## src/design/pfd_pkg.sv

```systemverilog
// Shared types, constants and register codes of the ping flood detector.
`default_nettype none

package pfd_pkg;

    // Table depth default
    localparam int PFD_TABLE_ENTRIES = 16;

    // ICMP echo request
    localparam logic [7:0] ECHO_TYPE = 8'd8;
    localparam logic [7:0] ECHO_CODE = 8'd0;

    // Register reset values
    localparam logic [15:0] MIN_PAYLOAD_RESET = 16'd1024;
    localparam logic [15:0] MAX_DELAY_RESET   = 16'd200;
    localparam logic [15:0] MIN_COUNT_RESET   = 16'd100;

    // Register indexes (word address)
    localparam logic [1:0] REG_MIN_PAYLOAD = 2'd0;
    localparam logic [1:0] REG_MAX_DELAY   = 2'd1;
    localparam logic [1:0] REG_MIN_COUNT   = 2'd2;

    typedef struct packed {
        logic [15:0] min_payload;
        logic [15:0] max_delay;
        logic [15:0] min_count;
    } pfd_cfg_t;

    // Search probe that travels down the cell chain
    typedef struct packed {
        logic        vld;
        logic [31:0] target;
        logic        hit;
        logic        free;
        logic [31:0] cnt;
        logic [47:0] sum;
        logic [47:0] last;
    } pfd_probe_t;

    typedef enum logic [1:0] {
        CMD_NONE,
        CMD_ALLOC,
        CMD_UPDATE,
        CMD_FREE
    } pfd_cmd_op_t;

    // Write command broadcast to the marked cell
    typedef struct packed {
        pfd_cmd_op_t op;
        logic [31:0] target;
        logic [31:0] cnt;
        logic [47:0] sum;
        logic [47:0] last;
    } pfd_cmd_t;

    typedef enum logic [2:0] {
        ST_IDLE,
        ST_SEARCH,
        ST_SUM,
        ST_MUL,
        ST_TEST,
        ST_DONE
    } pfd_state_t;

endpackage

`default_nettype wire

```

## src/design/pfd_cell.sv

```systemverilog
// One table entry: holds a target's record, checks the passing probe, applies commands.
`default_nettype none

module pfd_cell
    import pfd_pkg::*;
(
    input  logic       clk,
    input  logic       rst_n,
    input  pfd_probe_t probe_in,
    output pfd_probe_t probe_out,
    input  pfd_cmd_t   cmd
);

    logic        valid_reg, valid_next;
    logic [31:0] addr_reg, addr_next;
    logic [31:0] cnt_reg, cnt_next;
    logic [47:0] sum_reg, sum_next;
    logic [47:0] last_reg, last_next;
    logic        hit_mark_reg, hit_mark_next;
    logic        free_mark_reg, free_mark_next;
    pfd_probe_t  probe_out_reg, probe_out_next;

    logic match;
    logic free_here;

    assign match     = valid_reg && (addr_reg == probe_in.target) && !probe_in.hit;
    assign free_here = !valid_reg && !probe_in.free;

    always_comb
    begin
        probe_out_next = probe_in;
        hit_mark_next  = hit_mark_reg;
        free_mark_next = free_mark_reg;
        if (probe_in.vld)
        begin
            // mark this cell for the command that follows the search
            hit_mark_next  = match;
            free_mark_next = free_here;
            if (match)
            begin
                probe_out_next.hit  = 1'b1;
                probe_out_next.cnt  = cnt_reg;
                probe_out_next.sum  = sum_reg;
                probe_out_next.last = last_reg;
            end
            else if (free_here)
            begin
                probe_out_next.free = 1'b1;
            end
        end
    end

    always_comb
    begin
        valid_next = valid_reg;
        addr_next  = addr_reg;
        cnt_next   = cnt_reg;
        sum_next   = sum_reg;
        last_next  = last_reg;
        case (cmd.op)
            CMD_ALLOC:
            begin
                if (free_mark_reg)
                begin
                    valid_next = 1'b1;
                    addr_next  = cmd.target;
                    cnt_next   = '0;
                    sum_next   = '0;
                    last_next  = cmd.last;
                end
            end
            CMD_UPDATE:
            begin
                if (hit_mark_reg)
                begin
                    cnt_next  = cmd.cnt;
                    sum_next  = cmd.sum;
                    last_next = cmd.last;
                end
            end
            CMD_FREE:
            begin
                if (hit_mark_reg)
                begin
                    valid_next = 1'b0;
                end
            end
            default:
            begin
                valid_next = valid_reg;
            end
        endcase
    end

    always_ff @(posedge clk or negedge rst_n)
    begin
        if (!rst_n)
        begin
            valid_reg     <= 1'b0;
            hit_mark_reg  <= 1'b0;
            free_mark_reg <= 1'b0;
            probe_out_reg <= '0;
        end
        else
        begin
            valid_reg     <= valid_next;
            hit_mark_reg  <= hit_mark_next;
            free_mark_reg <= free_mark_next;
            probe_out_reg <= probe_out_next;
        end
    end

    always_ff @(posedge clk)
    begin
        addr_reg <= addr_next;
        cnt_reg  <= cnt_next;
        sum_reg  <= sum_next;
        last_reg <= last_next;
    end

    assign probe_out = probe_out_reg;

endmodule

`default_nettype wire

```

## config.mk

```make
export PLATFORM = sky130hd
export DESIGN_NAME = pfd_cell
export DESIGN_NICKNAME = d
export VERILOG_FILES = /design/src/design/pfd_pkg.sv /design/src/design/pfd_cell.sv
export SDC_FILE = /design/constraint.sdc
export NUM_CORES = 1
export LEC_CHECK = 0
export BUFFER_PORTS_ARGS = -buffer_cell sky130_fd_sc_hd__buf_2
export CAP_MARGIN = 15
export CORE_AREA = 4 4 186 188
export DETAILED_ROUTE_END_ITERATION = 8
export DIE_AREA = 0 0 190 192
export HOLD_SLACK_MARGIN = 0.06
export MAX_ROUTING_LAYER = met4
export PLACE_DENSITY = 0.6
export SKIP_CTS_REPAIR_TIMING = 1
export SLEW_MARGIN = 30
export SYNTH_ARGS = -nofsm -noshare
export SYNTH_HDL_FRONTEND = slang
export SYNTH_SLANG_ARGS = --single-unit
```

## constraint.sdc

```tcl
create_clock -name clk -period 10.2 [get_ports clk]
set_input_delay 2.04 -clock clk [delete_from_list [all_inputs] [get_ports clk]]
set_output_delay 2.04 -clock clk [all_outputs]
set_load 0.02 [all_outputs]
```

Word-level counts from Yosys, hierarchy flattened
Index checks and enable logic that the tools add are counted.
{"block": "totals", "regBits": 326, "latch_bits": 0, "mem_bits_rw": 0, "romBits": 0, "in_bits": 327, "output_inout_bits": 163, "n_memories": 0}
{"block": "op_classes", "addsub": 0, "n_mul": 0, "div_mod_pow": 0, "magnitude_cmp": 0, "n_eq_ne": 7, "shifts": 0, "muxes": 17, "n_bitwise": 0, "reduce_logical": 11}
{"op": "48-bit two-way mux", "count": 4}
{"op": "48-bit one-hot mux with 2 select lines", "count": 2}
{"op": "130-bit two-way mux", "count": 1}
{"op": "128-bit two-way mux", "count": 1}
{"op": "32-bit two-way mux", "count": 2}
{"op": "32-bit one-hot mux with 2 select lines", "count": 1}
{"op": "32-bit equality test", "count": 1}
{"op": "2-bit != test (second input constant)", "count": 3}
{"op": "3-bit AND reduction", "count": 2}
{"op": "1-bit two-way mux", "count": 5}
{"op": "2-bit equality test (second input constant)", "count": 2}
{"op": "2-bit nonzero test", "count": 2}
{"op": "1-bit logical AND", "count": 3}
{"op": "1-bit logical NOT", "count": 3}
{"op": "2-bit by 1-bit equality test with 1-bit output (second input constant)", "count": 1}
{"op": "1-bit one-hot mux with 2 select lines", "count": 1}
{"op": "2-bit AND reduction", "count": 1}

Logic depth before layout (Yosys ltp)
{"block": "depth", "word_depth": 5, "ltp_mapped": 7, "mapped_depth_nobuf": 5}

Worst setup path before layout
No wires, ideal clock.
{"block": "synth_timing", "path_type": "input -> register", "from": "input port cmd[160] in the netlist's numbering", "to": "register cnt_reg[0], enable pin", "setup_time_ns": 0.486, "arrival_time_ns": 6.154, "required_ns": 9.714, "path_slack_ns": 3.560, "stages": 3, "path_cell_list": "nand2_1 > nor2_1 > a21o_1"}
{"block": "synth_via", "elab_chain_len": 3, "elab_cells_between_ends": 6}
{"element": "start: declaration", "line": "pfd_cell.sv:11", "source": "input pfd_cmd_t cmd"}
{"element": "2-bit equality test or 2-bit by 1-bit equality test with 1-bit output (tied branches)", "line": "pfd_cell.sv:60", "source": "case (cmd.op)"}
{"element": "2-bit != test (no source line) or 2-bit nonzero test (tied branches)"}
{"element": "3-bit AND reduction (no source line) (*)"}
{"element": "end signal: assignment", "line": "pfd_cell.sv:116", "source": "cnt_reg <= cnt_next;"}
{"element": "end: declaration", "line": "pfd_cell.sv:16", "source": "logic [31:0] cnt_reg, cnt_next;"}
Every way passes the cells marked *; elsewhere a longest branch is shown, timed or not.
A chain may end at the register's enable or synchronous reset.

==> results.yml <==
status:
  outcome: "finished clean"
yosys:
  netlist_top_cells_count: "dfrtp_1, edfxtp_1, mux2_1"
  mappedNetlistArea_um2: 11500
  yosysMostFrequentCell: "dfrtp_1"
  synth_warnings: 0
  synth_top_area_share_pct: 41.6
  syn_inst: 631
  yosys.area.top_type: "edfxtp_1"
  ys_types: 28
  synth_area_leaders: "edfxtp_1, dfrtp_1, mux2_1"
  synth-seq-cells: 326
  ys_seq_area_share_pct: 77.6
  async_flop_share_pct: 50.9
  syn_nets: 958
  syn_area_per_cell_um2: 18.3
  synth_edf_count: 160
  ys.flop_type: "dfrtp_1"
route:
  drcViolationCount: 0
  drtIter0Drc: 252
  ant_nets: 0
  wirelength_um: 31100
  maxUsedRoutingLayer: "met4"
  vias: 7090
  met1_length_um: 11100
  post_drt_wl_per_cell_um: 19.1
  met3_length_um: 3370
  viasPerCell: 4.36
  drtPass1Iterations: 4
  dr_wl_met2_um: 15800
sta:
  period_minus_slack_ns: 4.00
  tns_ns: 0
  max_freq_mhz: 250
  setup_viol: 0
  hold_viol_final: 0
  final_max_slew_viol_count: 0
  setup_ws_ns: 6.20
  rsz0062_at_grt: "no"
  finClkSkew_ns: 0.0156
  fin_crit_sh_pct: 39.3
  whs_ns: 0.451
  worst-slew-pin-transition_ns: 0.943
  maxSlewHeadroom_pct: 37.1
power_and_ir_drop:
  pwr-share-clk_pct: 43.4
  p_seq_share_pct: 49.5
  swShare_pct: 21.4
  total_leakage_power_nw: 6.84
  p_comb_share_pct: 7.1
  p_per_area_nw_per_um2: 183
  internal-power_mw: 2.26
  switchingPower_mw: 0.613
  ir_drop_v: 0.000134
global_route:
  grt_pass1_wl_um: 45000
  gr-total-overflow: 0
  grt_pass1_vias: 7535
  grtUsageTotal_pct: 16.9
  antenna_found_initial: 10
  grt_max_degree: 130
final_layout:
  final_cells: 1625
  nets: 1467
  seqCellArea_um2: 8960
  fillCellCount: 2968
  largest_reg_flops: 163
  drive_gt1_share_pct: 46.9
  multi_input_area_um2: 2440
  utilization_pct: 47.3
  area_growth_pct: 35.8
critical_path:
  cp_max_fo: 129
  crit_required_ns: 10.57
  crit_type: "in -> reg"
  crit_arrival_ns: 4.37
  start_kind: "input port"
  end_kind: "register"
clock_network:
  clock_path_buffers: 3
  root_buffer: "clkbuf_16"
  cts_buffers: 36
  clkLatencyLatePin_ns: 0.50
  cts_sinks: 326
  cts_tree: "done"
  htreeDepth: 2
  path_clk_slew_ns: 0.06
floorplanning:
  fp.dieW_um: 190
  start_util_pct: 34.8
  core-area_um2: 33100
  io_pins: 490
  row_count: 67
  die_h_um: 192
  die-area_um2: 36500
placement:
  dp.cells: 1550
  port-buffer-count: 489
  gp_congestion: 0.808
  dp.final_hpwl_um: 22700
  pre_cts_slack_ns: 5.91
worst_hold_path:
  worstHoldPathType: "reg -> reg"
flow_run:
  maxCapViolCount: 0
[cells by family (layout without fill, tap and decap cells)]
group / after synthesis / after routing / share of synthesized area (%)
AO/OA/AOI/OAI: 13 / 13 / 0.932
XOR/XNOR: 21 / 21 / 1.59
buffers and inverters: 31 / 566 / 1.39
flip-flops: 326 / 326 / 77.6
multiplexers: 128 / 128 / 12.5
other: 0 / 11 / 0
AND/OR/NAND/NOR: 112 / 112 / 5.96
[area by class of cell]
cell class | instances | share of cell area, %
Clock buffer | 55 | 6.66
Multi-Input combinational cell | 274 | 15.6
Sequential cell | 326 | 57.2
Timing Repair Buffer | 494 | 16.0
Tap cell | 448 | 3.58
Antenna cell | 11 | 0.176
Inverter | 8 | 0.192
Clock inverter | 9 | 0.631
[metal layers]
layer  GRT usage, %  up-vias
met2           28.7      348
li1               -     3276
met5              -        -
met1           18.5     3404
met4           5.20        0
met3           6.83       62
[through the flow]
| step | power, mW | area (um2) |
|---|---|---|
| after floorplan | 1.53 | 11500 |
| after global placement | 1.65 | 14500 |
| after detailed placement | 1.65 | 14500 |
| after CTS | 2.92 | 15600 |
| after global routing | 2.99 | 15700 |
| final | 2.87 | 15700 |
[cell usage in the layout (no fill, tap or decap), drive strengths merged, types with 3 or more instances in the layout]
master,instances
xnor2,21
mux2,128
dfrtp,166
diode,11
buf,494
nand4,5
nand2,3
clkinv,6
nor2b,10
and2,80
inv,8
nor2,3
clkbuf,55
nand2b,6
edfxtp,160
a2111o,3
[critical path, stage by stage]
cell and delay [ns]:
buf_2 0.11, nor2b_1 0.14, a2111o_1 0.39, nor4_2 0.39
nand4_1 0.21, buf_12 0.26, mux2_1 0.52
[power by group through the flow]
stage / clock (mW) / combinational, mW / sequential, mW
final: 1.25 / 0.203 / 1.42
after global routing: 1.35 / 0.223 / 1.42
after CTS: 1.29 / 0.209 / 1.42
after detailed placement: 0 / 0.208 / 1.45
after global placement: 0 / 0.205 / 1.45
after floorplan: 0 / 0.0348 / 1.49
[final timing paths]
path                                           start                  endpoint  slack, ns  cells after the start
hold reg to reg            sum_reg[15]$_SDFFCE_PN0P_   probe_out[63]$_DFF_PN0_       0.45                      1
min in group asynchronous                      rst_n  probe_out[149]$_DFF_PN0_       1.59                      1
hold / removal             sum_reg[15]$_SDFFCE_PN0P_   probe_out[63]$_DFF_PN0_       0.45                      1
setup / recovery                       probe_in[137]    probe_out[7]$_DFF_PN0_       6.20                      7
max in group asynchronous                      rst_n   probe_out[75]$_DFF_PN0_       7.47                      2
setup reg to reg              addr_reg[31]$_DFFE_PP_    probe_out[7]$_DFF_PN0_       7.45                      6
No activity file was read; power rests on OpenSTA's default activity.
