**src/design/pfd_pkg.sv**
```systemverilog
// Shared types, constants and register codes of the ping flood detector.
`default_nettype none

package pfd_pkg;

    // Table depth default
    localparam int PFD_TABLE_ENTRIES = 16;

    // ICMP echo request
    localparam logic [7:0] ECHO_TYPE = 8'd8;
    localparam logic [7:0] ECHO_CODE = 8'd0;

    // Register reset values
    localparam logic [15:0] MIN_PAYLOAD_RESET = 16'd1024;
    localparam logic [15:0] MAX_DELAY_RESET   = 16'd200;
    localparam logic [15:0] MIN_COUNT_RESET   = 16'd100;

    // Register indexes (word address)
    localparam logic [1:0] REG_MIN_PAYLOAD = 2'd0;
    localparam logic [1:0] REG_MAX_DELAY   = 2'd1;
    localparam logic [1:0] REG_MIN_COUNT   = 2'd2;

    typedef struct packed {
        logic [15:0] min_payload;
        logic [15:0] max_delay;
        logic [15:0] min_count;
    } pfd_cfg_t;

    // Search probe that travels down the cell chain
    typedef struct packed {
        logic        vld;
        logic [31:0] target;
        logic        hit;
        logic        free;
        logic [31:0] cnt;
        logic [47:0] sum;
        logic [47:0] last;
    } pfd_probe_t;

    typedef enum logic [1:0] {
        CMD_NONE,
        CMD_ALLOC,
        CMD_UPDATE,
        CMD_FREE
    } pfd_cmd_op_t;

    // Write command broadcast to the marked cell
    typedef struct packed {
        pfd_cmd_op_t op;
        logic [31:0] target;
        logic [31:0] cnt;
        logic [47:0] sum;
        logic [47:0] last;
    } pfd_cmd_t;

    typedef enum logic [2:0] {
        ST_IDLE,
        ST_SEARCH,
        ST_SUM,
        ST_MUL,
        ST_TEST,
        ST_DONE
    } pfd_state_t;

endpackage

`default_nettype wire

```
**src/design/pfd_if.sv**
```systemverilog
// Valid/ready channel interfaces for packet summaries and detection results.
`default_nettype none

interface pfd_pkt_if;
    logic        valid;
    logic        ready;
    logic [7:0]  icmp_type;
    logic [7:0]  icmp_code;
    logic [15:0] total_length;
    logic [15:0] hdr_len;
    logic [31:0] dest_ip;
    logic [47:0] arrival_ms;

    modport source (
        output valid, icmp_type, icmp_code, total_length, hdr_len,
               dest_ip, arrival_ms,
        input  ready
    );
    modport sink (
        input  valid, icmp_type, icmp_code, total_length, hdr_len,
               dest_ip, arrival_ms,
        output ready
    );
endinterface

interface pfd_res_if;
    logic valid;
    logic ready;
    logic flood_detected;
    logic new_target;
    logic table_full;

    modport source (
        output valid, flood_detected, new_target, table_full,
        input  ready
    );
    modport sink (
        input  valid, flood_detected, new_target, table_full,
        output ready
    );
endinterface

`default_nettype wire

```
**src/design/pfd_ctrl.sv**
```systemverilog
// Sequencer: filters packets, launches the search, allocates, updates or frees the record and tests for a flood.
`default_nettype none

module pfd_ctrl
    import pfd_pkg::*;
(
    input  logic       clk,
    input  logic       rst_n,
    pfd_pkt_if.sink    pkt,
    pfd_res_if.source  res,
    input  pfd_cfg_t   cfg,
    output pfd_probe_t probe_head,
    input  pfd_probe_t probe_tail,
    output pfd_cmd_t   cmd
);

    pfd_state_t  state_reg, state_next;
    pfd_probe_t  head_reg, head_next;
    pfd_cmd_op_t cmd_op_reg, cmd_op_next;

    logic [31:0] tgt_reg, tgt_next;
    logic [47:0] now_reg, now_next;
    logic [47:0] delta_reg, delta_next;
    logic [31:0] cnt_reg, cnt_next;
    logic [47:0] sum_reg, sum_next;
    logic [47:0] limit_reg, limit_next;

    logic flood_reg, flood_next;
    logic newt_reg, newt_next;
    logic full_reg, full_next;

    logic res_valid_reg, res_valid_next;
    logic res_flood_reg, res_flood_next;
    logic res_newt_reg, res_newt_next;
    logic res_full_reg, res_full_next;

    logic               accept;
    logic               is_echo;
    logic signed [17:0] payload;
    logic signed [17:0] min_payload_s;
    logic [48:0]        sum_ext;

    assign accept        = pkt.valid && pkt.ready;
    assign is_echo       = (pkt.icmp_type == ECHO_TYPE) && (pkt.icmp_code == ECHO_CODE);
    assign payload       = $signed({2'b00, pkt.total_length}) -
                           $signed({2'b00, pkt.hdr_len});
    assign min_payload_s = $signed({2'b00, cfg.min_payload});
    assign sum_ext       = {1'b0, sum_reg} + {1'b0, delta_reg};

    always_comb
    begin
        state_next     = state_reg;
        head_next      = '0;
        cmd_op_next    = CMD_NONE;
        tgt_next       = tgt_reg;
        now_next       = now_reg;
        delta_next     = delta_reg;
        cnt_next       = cnt_reg;
        sum_next       = sum_reg;
        limit_next     = limit_reg;
        flood_next     = flood_reg;
        newt_next      = newt_reg;
        full_next      = full_reg;
        res_valid_next = res_valid_reg;
        res_flood_next = res_flood_reg;
        res_newt_next  = res_newt_reg;
        res_full_next  = res_full_reg;

        // drop the output once its transfer completes
        if (res_valid_reg && res.ready)
        begin
            res_valid_next = 1'b0;
        end

        case (state_reg)
            ST_IDLE:
            begin
                if (accept)
                begin
                    tgt_next   = pkt.dest_ip;
                    now_next   = pkt.arrival_ms;
                    flood_next = 1'b0;
                    newt_next  = 1'b0;
                    full_next  = 1'b0;
                    if (is_echo && (payload >= min_payload_s))
                    begin
                        head_next.vld    = 1'b1;
                        head_next.target = pkt.dest_ip;
                        state_next       = ST_SEARCH;
                    end
                    else
                    begin
                        state_next = ST_DONE;
                    end
                end
            end
            ST_SEARCH:
            begin
                if (probe_tail.vld)
                begin
                    if (probe_tail.hit)
                    begin
                        delta_next = now_reg - probe_tail.last;
                        sum_next   = probe_tail.sum;
                        cnt_next   = (probe_tail.cnt == 32'hFFFF_FFFF) ? probe_tail.cnt
                                                                      : probe_tail.cnt + 32'd1;
                        state_next = ST_SUM;
                    end
                    else if (probe_tail.free)
                    begin
                        cmd_op_next = CMD_ALLOC;
                        newt_next   = 1'b1;
                        state_next  = ST_DONE;
                    end
                    else
                    begin
                        full_next  = 1'b1;
                        state_next = ST_DONE;
                    end
                end
            end
            ST_SUM:
            begin
                // saturate the delay sum at its full scale
                sum_next   = sum_ext[48] ? {48{1'b1}} : sum_ext[47:0];
                state_next = ST_MUL;
            end
            ST_MUL:
            begin
                limit_next = {32'd0, cfg.max_delay} * {16'd0, cnt_reg};
                state_next = ST_TEST;
            end
            ST_TEST:
            begin
                if (({16'd0, cfg.min_count} <= cnt_reg) && (sum_reg < limit_reg))
                begin
                    flood_next  = 1'b1;
                    cmd_op_next = CMD_FREE;
                end
                else
                begin
                    cmd_op_next = CMD_UPDATE;
                end
                state_next = ST_DONE;
            end
            ST_DONE:
            begin
                if (!res_valid_reg || res.ready)
                begin
                    res_valid_next = 1'b1;
                    res_flood_next = flood_reg;
                    res_newt_next  = newt_reg;
                    res_full_next  = full_reg;
                    state_next     = ST_IDLE;
                end
            end
            default:
            begin
                state_next = ST_IDLE;
            end
        endcase
    end

    always_ff @(posedge clk or negedge rst_n)
    begin
        if (!rst_n)
        begin
            state_reg     <= ST_IDLE;
            head_reg      <= '0;
            cmd_op_reg    <= CMD_NONE;
            res_valid_reg <= 1'b0;
        end
        else
        begin
            state_reg     <= state_next;
            head_reg      <= head_next;
            cmd_op_reg    <= cmd_op_next;
            res_valid_reg <= res_valid_next;
        end
    end

    always_ff @(posedge clk)
    begin
        tgt_reg       <= tgt_next;
        now_reg       <= now_next;
        delta_reg     <= delta_next;
        cnt_reg       <= cnt_next;
        sum_reg       <= sum_next;
        limit_reg     <= limit_next;
        flood_reg     <= flood_next;
        newt_reg      <= newt_next;
        full_reg      <= full_next;
        res_flood_reg <= res_flood_next;
        res_newt_reg  <= res_newt_next;
        res_full_reg  <= res_full_next;
    end

    assign pkt.ready          = (state_reg == ST_IDLE);
    assign probe_head         = head_reg;
    assign cmd.op             = cmd_op_reg;
    assign cmd.target         = tgt_reg;
    assign cmd.cnt            = cnt_reg;
    assign cmd.sum            = sum_reg;
    assign cmd.last           = now_reg;
    assign res.valid          = res_valid_reg;
    assign res.flood_detected = res_flood_reg;
    assign res.new_target     = res_newt_reg;
    assign res.table_full     = res_full_reg;

endmodule

`default_nettype wire

```
**src/flat_wrapper.sv**
```systemverilog
// flat-port wrapper written by rule: the top's interface ports become plain ports
module pfd_ctrl_flat import pfd_pkg::*;
  (clk, rst_n, cfg, probe_head, probe_tail, cmd, pkt_valid, pkt_icmp_type, pkt_icmp_code, pkt_total_length, pkt_hdr_len, pkt_dest_ip, pkt_arrival_ms, pkt_ready, res_valid, res_flood_detected, res_new_target, res_table_full, res_ready);
  pfd_pkt_if pkt_i ();
  pfd_res_if res_i ();
  input  logic clk;
  input  logic rst_n;
  input  pfd_cfg_t cfg;
  output pfd_probe_t probe_head;
  input  pfd_probe_t probe_tail;
  output pfd_cmd_t cmd;
  input wire logic [$bits(pkt_i.valid)-1:0] pkt_valid;
  input wire logic [$bits(pkt_i.icmp_type)-1:0] pkt_icmp_type;
  input wire logic [$bits(pkt_i.icmp_code)-1:0] pkt_icmp_code;
  input wire logic [$bits(pkt_i.total_length)-1:0] pkt_total_length;
  input wire logic [$bits(pkt_i.hdr_len)-1:0] pkt_hdr_len;
  input wire logic [$bits(pkt_i.dest_ip)-1:0] pkt_dest_ip;
  input wire logic [$bits(pkt_i.arrival_ms)-1:0] pkt_arrival_ms;
  output wire logic [$bits(pkt_i.ready)-1:0] pkt_ready;
  output wire logic [$bits(res_i.valid)-1:0] res_valid;
  output wire logic [$bits(res_i.flood_detected)-1:0] res_flood_detected;
  output wire logic [$bits(res_i.new_target)-1:0] res_new_target;
  output wire logic [$bits(res_i.table_full)-1:0] res_table_full;
  input wire logic [$bits(res_i.ready)-1:0] res_ready;
  assign pkt_i.valid = pkt_valid;
  assign pkt_i.icmp_type = pkt_icmp_type;
  assign pkt_i.icmp_code = pkt_icmp_code;
  assign pkt_i.total_length = pkt_total_length;
  assign pkt_i.hdr_len = pkt_hdr_len;
  assign pkt_i.dest_ip = pkt_dest_ip;
  assign pkt_i.arrival_ms = pkt_arrival_ms;
  assign pkt_ready = pkt_i.ready;
  assign res_valid = res_i.valid;
  assign res_flood_detected = res_i.flood_detected;
  assign res_new_target = res_i.new_target;
  assign res_table_full = res_i.table_full;
  assign res_i.ready = res_ready;
  pfd_ctrl u_core (.clk(clk), .rst_n(rst_n), .pkt(pkt_i), .res(res_i), .cfg(cfg), .probe_head(probe_head), .probe_tail(probe_tail), .cmd(cmd));
endmodule
```
**config.mk**
```make
export PLATFORM = sky130hd
export DESIGN_NAME = pfd_ctrl_flat
export DESIGN_NICKNAME = d
export VERILOG_FILES = /design/src/design/pfd_pkg.sv /design/src/design/pfd_if.sv /design/src/design/pfd_ctrl.sv /design/src/flat_wrapper.sv
export SDC_FILE = /design/constraint.sdc
export NUM_CORES = 2
export LEC_CHECK = 0
export BUFFER_PORTS_ARGS = -buffer_cell sky130_fd_sc_hd__buf_2
export CORE_AREA = 2 2 260 262
export DETAILED_ROUTE_END_ITERATION = 7
export DIE_AREA = 0 0 262 264
export PLACE_DENSITY = 0.82
export SETUP_SLACK_MARGIN = 0.5
export SLEW_MARGIN = 20
export SYNTH_ARGS = -nofsm -noshare
export SYNTH_HDL_FRONTEND = slang
export SYNTH_SLANG_ARGS = --single-unit
```
**constraint.sdc**
```tcl
create_clock -name clk -period 13.7 [get_ports clk]
set_clock_uncertainty 0.15 [all_clocks]
set_input_delay 3.425 -clock clk [delete_from_list [all_inputs] [get_ports clk]]
set_output_delay 3.425 -clock clk [all_outputs]
set_load 0.01 [all_outputs]
```
Word level (Yosys, flattened, before mapping)

Cells that the tools add are included.

Bits in registers: 301
Input port bits: 343
Logic and storage cells: 93

Add/sub/neg operators: 4
Multiply operators: 1
$lt $le $gt $ge: 3
Eq/ne operators: 15
Multiplexer cells: 33
Reductions and logical operators: 20

Operators with widths:

| cell                                                 | number |
|---|---|
| 2-to-1 mux 48 bit                                    | 3 |
| 2-to-1 mux 33 bit                                    | 3 |
| case mux 48 bit (2 select lines)                     | 1 |
| adder 48 x 48 -> 49 bit                              | 1 |
| less-than comparator 48 bit                          | 1 |
| multiplier 16 x 32 -> 48 bit                         | 1 |
| subtractor 48 bit                                    | 1 |
| adder 32 x 1 -> 32 bit (second input constant)       | 1 |
| equality test 32 bit (second input constant)         | 1 |
| less-or-equal comparator 16 x 32 -> 1 bit            | 1 |
| 2-to-1 mux 32 bit                                    | 1 |
| greater-or-equal comparator 18 x 17 -> 1 bit         | 1 |
| case mux 3 bit (6 select lines)                      | 1 |
| subtractor 16 x 16 -> 17 bit                         | 1 |
| 2-to-1 mux 3 bit                                     | 5 |
| 2-to-1 mux 1 bit                                     | 13 |
| != test 2 bit (second input constant)                | 6 |
| AND reduction 3 bit                                  | 4 |
| AND reduction 5 bit                                  | 2 |
| equality test 8 x 4 -> 1 bit (second input constant) | 1 |
| zero test 8 bit                                      | 1 |
| equality test 3 x 2 -> 1 bit (second input constant) | 2 |
| equality test 3 bit (second input constant)          | 2 |
| case mux 1 bit (2 select lines)                      | 3 |
| 10 further kinds                                     | 19 |

Logic depth before layout (Yosys ltp)

Depth after elaboration: 6
Mapped depth: 26

Worst setup path before layout

No wires, ideal clock.

Kind: input -> register
Start point: input cfg[17] in the netlist's numbering
End point: register u_core.limit_reg[47] (data pin)
Setup time: 0.260 ns
Data arrival time: 9.288 ns
Required time: 13.290 ns
Setup slack: 4.002 ns
Stages on the path: 23
Path buffers: 1
Cells stage by stage: clkbuf_1 -> nand2_1 -> fa_1 -> fa_1 -> fa_1 -> inv_1 -> fa_1 -> fa_1 -> inv_1 -> fa_1 -> inv_1 -> ha_1 -> a21o_1 -> a21o_1 -> a2111oi_1 -> a21boi_1 -> o311ai_1 -> a2111oi_2 -> o31ai_1 -> o211ai_2 -> o21bai_1 -> a21oi_2 -> xnor2_1

Longest elaborated chain between the ends: 1

Ends and longest elaborated chain:

| item                         | line              | text |
|---|---|---|
| start, declared              | flat_wrapper.sv:8 | `input pfd_cfg_t cfg;` |
| multiplier 16 x 32 -> 48 bit | pfd_ctrl.sv:130   | `limit_next = {32'd0, cfg.max_delay} * {16'd0, cnt_reg};` |
| end signal, assigned         | pfd_ctrl.sv:189   | `limit_reg <= limit_next;` |
| end, declared                | pfd_ctrl.sv:26    | `logic [47:0] limit_reg, limit_next;` |

Every way passes these cells.
A chain may end at the register's enable or synchronous reset.

Final worst setup path

Start point: input cfg[26] in the netlist's numbering
End point: register u_core.limit_reg[47] (data pin)

The elaborated chain is that of the path after synthesis.

==> qor.csv <==
metric,value,unit
RSZ-0062 raised after global routing,false,
maximum VDD drop,0.614,mV
# hold bufs at CTS,0,
routed vias,27475,
WP data arrival,10.56,ns
cts repair resizes,0,
largest net degree at the start of global routing,81,
Critical Path Start Type,primary input,
first-pass GRT wire length,153000,um
CTS tree,yes,
Fin Hold WS,0.266,ns
largest family of logic cells by synthesized area,adder cells,
Worst Hold End,u_core.res.new_target$_DFFE_PP_,
Die Ht,264,um
total core area,0.0666,mm^2
slew margin rel.,33.5,%
Hold Crit Class,reg2reg,
GRT Residual Overflow,0,
"Seq/Total Area, Yosys",25.3,%
Finished Layout Cells,4971,
Synth top area share,24.1,%
Pleak,0.0193,uW
post-synth top area cell,fa_1,
asr flop ratio synth,13.0,%
Final setup viols,0,
"count leader, synth",inv_1,
Layout Utilization,58.7,%
reg2reg end,u_core.limit_reg[46]$_DFFE_PN_,
DR WL/cell,20.2,um
DP HPWL,77800,um
clock sinks,301,
Max Clk Rate,0.0962,GHz
Syn Inst Count,3614,
Crit Path Class,in2reg,
Pre-antenna DRT Iters,5,
PD cells,310,mW/mm^2
WP buf/inv,4,
Post-Syn Area per Cell,9.68,um^2
Commonest cells post-synth,"622 x inv_1, 421 x fa_1, 398 x nand2_1, 311 x ha_1, 262 x edfxtp_1",
TNS Setup,0,ns
Max Fanout on Critical Path,32,
# rows,95,
Max stage delay on crit path,0.63,ns
number of hold violations in the final report,0,
#FFs+latches synth,301,
deepest clock path buffer count,3,
die width,262,um
routability cong.,0.950,
"Slowest-stage cell, CP",buf_2,
routed wire length,100000,um
slew of the pin with the lowest slew margin,0.997,ns
outcome,"complete, no violations",
Hold Path Cell Cnt,0,
vias in the first global route,27824,
Hold Path Origin,u_core.newt_reg$_DFFE_PP_,
gr usage total,28.9,%
Post-Syn Area,0.0350,mm^2
Final Net Count,5135,
vias per cell,5.53,
reg-to-reg startpoint,u_core.cnt_reg[10]$_DFFE_PP_,
Synth cell types,83,
CP top delay family,adder cells,
cell count of the worst reg-to-reg path,22,
layout cells sized above 1,15.6,%
clock transition time at the flip-flop clock pins of the worst setup and hold paths,0.06,ns
Synth Warn #,0,
"setup slack, reg-to-reg",5.79,ns
Clock Root Buffer,clkbuf_16,
placed cells,4892,
I/O pins,673,
max-cap violation count,0,
area grow syn2layout,11.8,%
CP Cell Sequence,buf_2 -> nand2_1 -> fa_1 -> inv_1 -> fa_1 -> fa_1 -> fa_1 -> fa_1 -> inv_1 -> fa_1 -> inv_1 -> ha_1 -> a21o_1 -> a21oi_1 -> o21ai_1 -> a221oi_1 -> o311ai_1 -> a2111oi_2 -> o31ai_1 -> o211ai_2 -> o21bai_1 -> a21oi_2 -> xnor2_1,
Final Cycle Share,75.9,%
XOR/XNOR Fraction of Synth Area,4.18,%
"Clk Latency, worst-skew pair",0.59,ns
initial drt markers,2234,
IO buf count,510,
synthesized-area fraction occupied by adder cells,35.2,%
Synth Area in Compound Gates,10.3,%
CTS H-Tree Depth,2,
Area contributors post-synth,"fa_1 24%, edfxtp_1 22%, ha_1 11%",
prevailing post-synth register cell,edfxtp_1,
die area,0.0692,mm^2
Num CTS Buffers,39,
pins over their slew limit,0,
Post-synth EDFFs,262,
cell repeated most along the worst path,fa_1,
post-route ant nets,0,
share of synthesized area spent on multiplexers,0.0322,%
simple-gate area share of the yosys netlist,14.2,%
DRC,0,
Post-CTS Setup Inserts,0,
Worst setup EP type,flop,
Starting Density,52.6,%
Required @ worst endpoint,13.87,ns
min Tclk post-route,10.39,ns
initial antenna violation count,13,
where the power goes:
group | leakage, uW | internal, uW | total [uW] | switching (uW)
registers | 0.00292 | 1660 | 1850 | 190
clock network | 0.000638 | 608 | 1050 | 442
logic | 0.0157 | 3930 | 9240 | 5310
total | 0.0193 | 6190 | 12100 | 5940
logic make-up after synthesis:
| group | after synthesis |
|---|---|
| AOI/OAI and AO/OA | 541 |
| muxes | 1 |
| DFF | 301 |
| xor gates and xnor gates | 167 |
| buffers and inverters | 868 |
| other | 1 |
| adders and majority gates | 732 |
| and+or+nand+nor | 1003 |
final cells by class:
type	count	area [um^2]
Fill cell	5672	27500
Multi-Input combinational cell	2574	22900
Sequential cell	301	8840
Timing Repair Buffer	521	2640
Inverter	623	2340
Tap cell	873	1090
Clock buffer	47	1050
Clock inverter	24	243
Antenna cell	8	20.0
layout by cell type, fill, tap and decap left out, drive strengths merged, types with 10 or more instances in the layout:
master | synthesis | final
dfrtp | 39 | 39
nand3 | 46 | 46
fa | 421 | 421
o31ai | 10 | 10
nand2 | 398 | 398
o21a | 26 | 26
inv | 623 | 626
o21ai | 77 | 77
nor4 | 16 | 16
nand4 | 33 | 33
a21boi | 12 | 12
ha | 311 | 311
o21bai | 15 | 15
nor2b | 22 | 22
clkinv | 0 | 17
clkbuf | 108 | 47
nor2 | 138 | 138
xnor2 | 107 | 107
xor2 | 60 | 60
a21oi | 181 | 181
o211ai | 12 | 12
nand2b | 26 | 26
buf | 137 | 521
a31oi | 14 | 14
a211oi | 15 | 15
nor3 | 26 | 26
conb | 1 | 130
and3 | 15 | 15
a21o | 117 | 117
edfxtp | 262 | 262
and2 | 254 | 254
routing by layer:
layer	vias to the layer above	track usage, %	part of all wire, %
met5	-	0	0.057
met4	10	10.0	3.7
met3	266	5.54	8.9
met2	1299	45.1	46
met1	13557	40.5	42
li1	12343	-	-
worst max path at each step:
stage / from / end / slack, ns / cells after the start
6_report: cfg[26] / u_core.limit_reg[47]$_DFFE_PN_ / 3.31 / 23
5_1_grt: cfg[18] / u_core.limit_reg[46]$_DFFE_PN_ / 2.94 / 23
4_1_cts: cfg[26] / u_core.limit_reg[47]$_DFFE_PN_ / 3.37 / 23
3_5_place_dp: cfg[26] / u_core.limit_reg[47]$_DFFE_PN_ / 2.79 / 23
3_3_place_gp: cfg[24] / u_core.limit_reg[47]$_DFFE_PN_ / 2.87 / 23
2_1_floorplan: cfg[17] / u_core.limit_reg[47]$_DFFE_PN_ / 4.00 / 23
through the flow:
| step | area [um^2] | total power (uW) | setup WS (ns) |
|---|---|---|---|
| 3_3_place_gp | 37800 | 10800 | 2.87 |
| 4_1_cts | 39100 | 12200 | 3.37 |
| 2_1_floorplan | 35500 | 8850 | 4.00 |
| 6_report | 39100 | 12100 | 3.31 |
| 5_1_grt | 39100 | 13400 | 2.94 |
| 3_5_place_dp | 37800 | 11100 | 2.79 |
(Power assumes the default switching activity.)
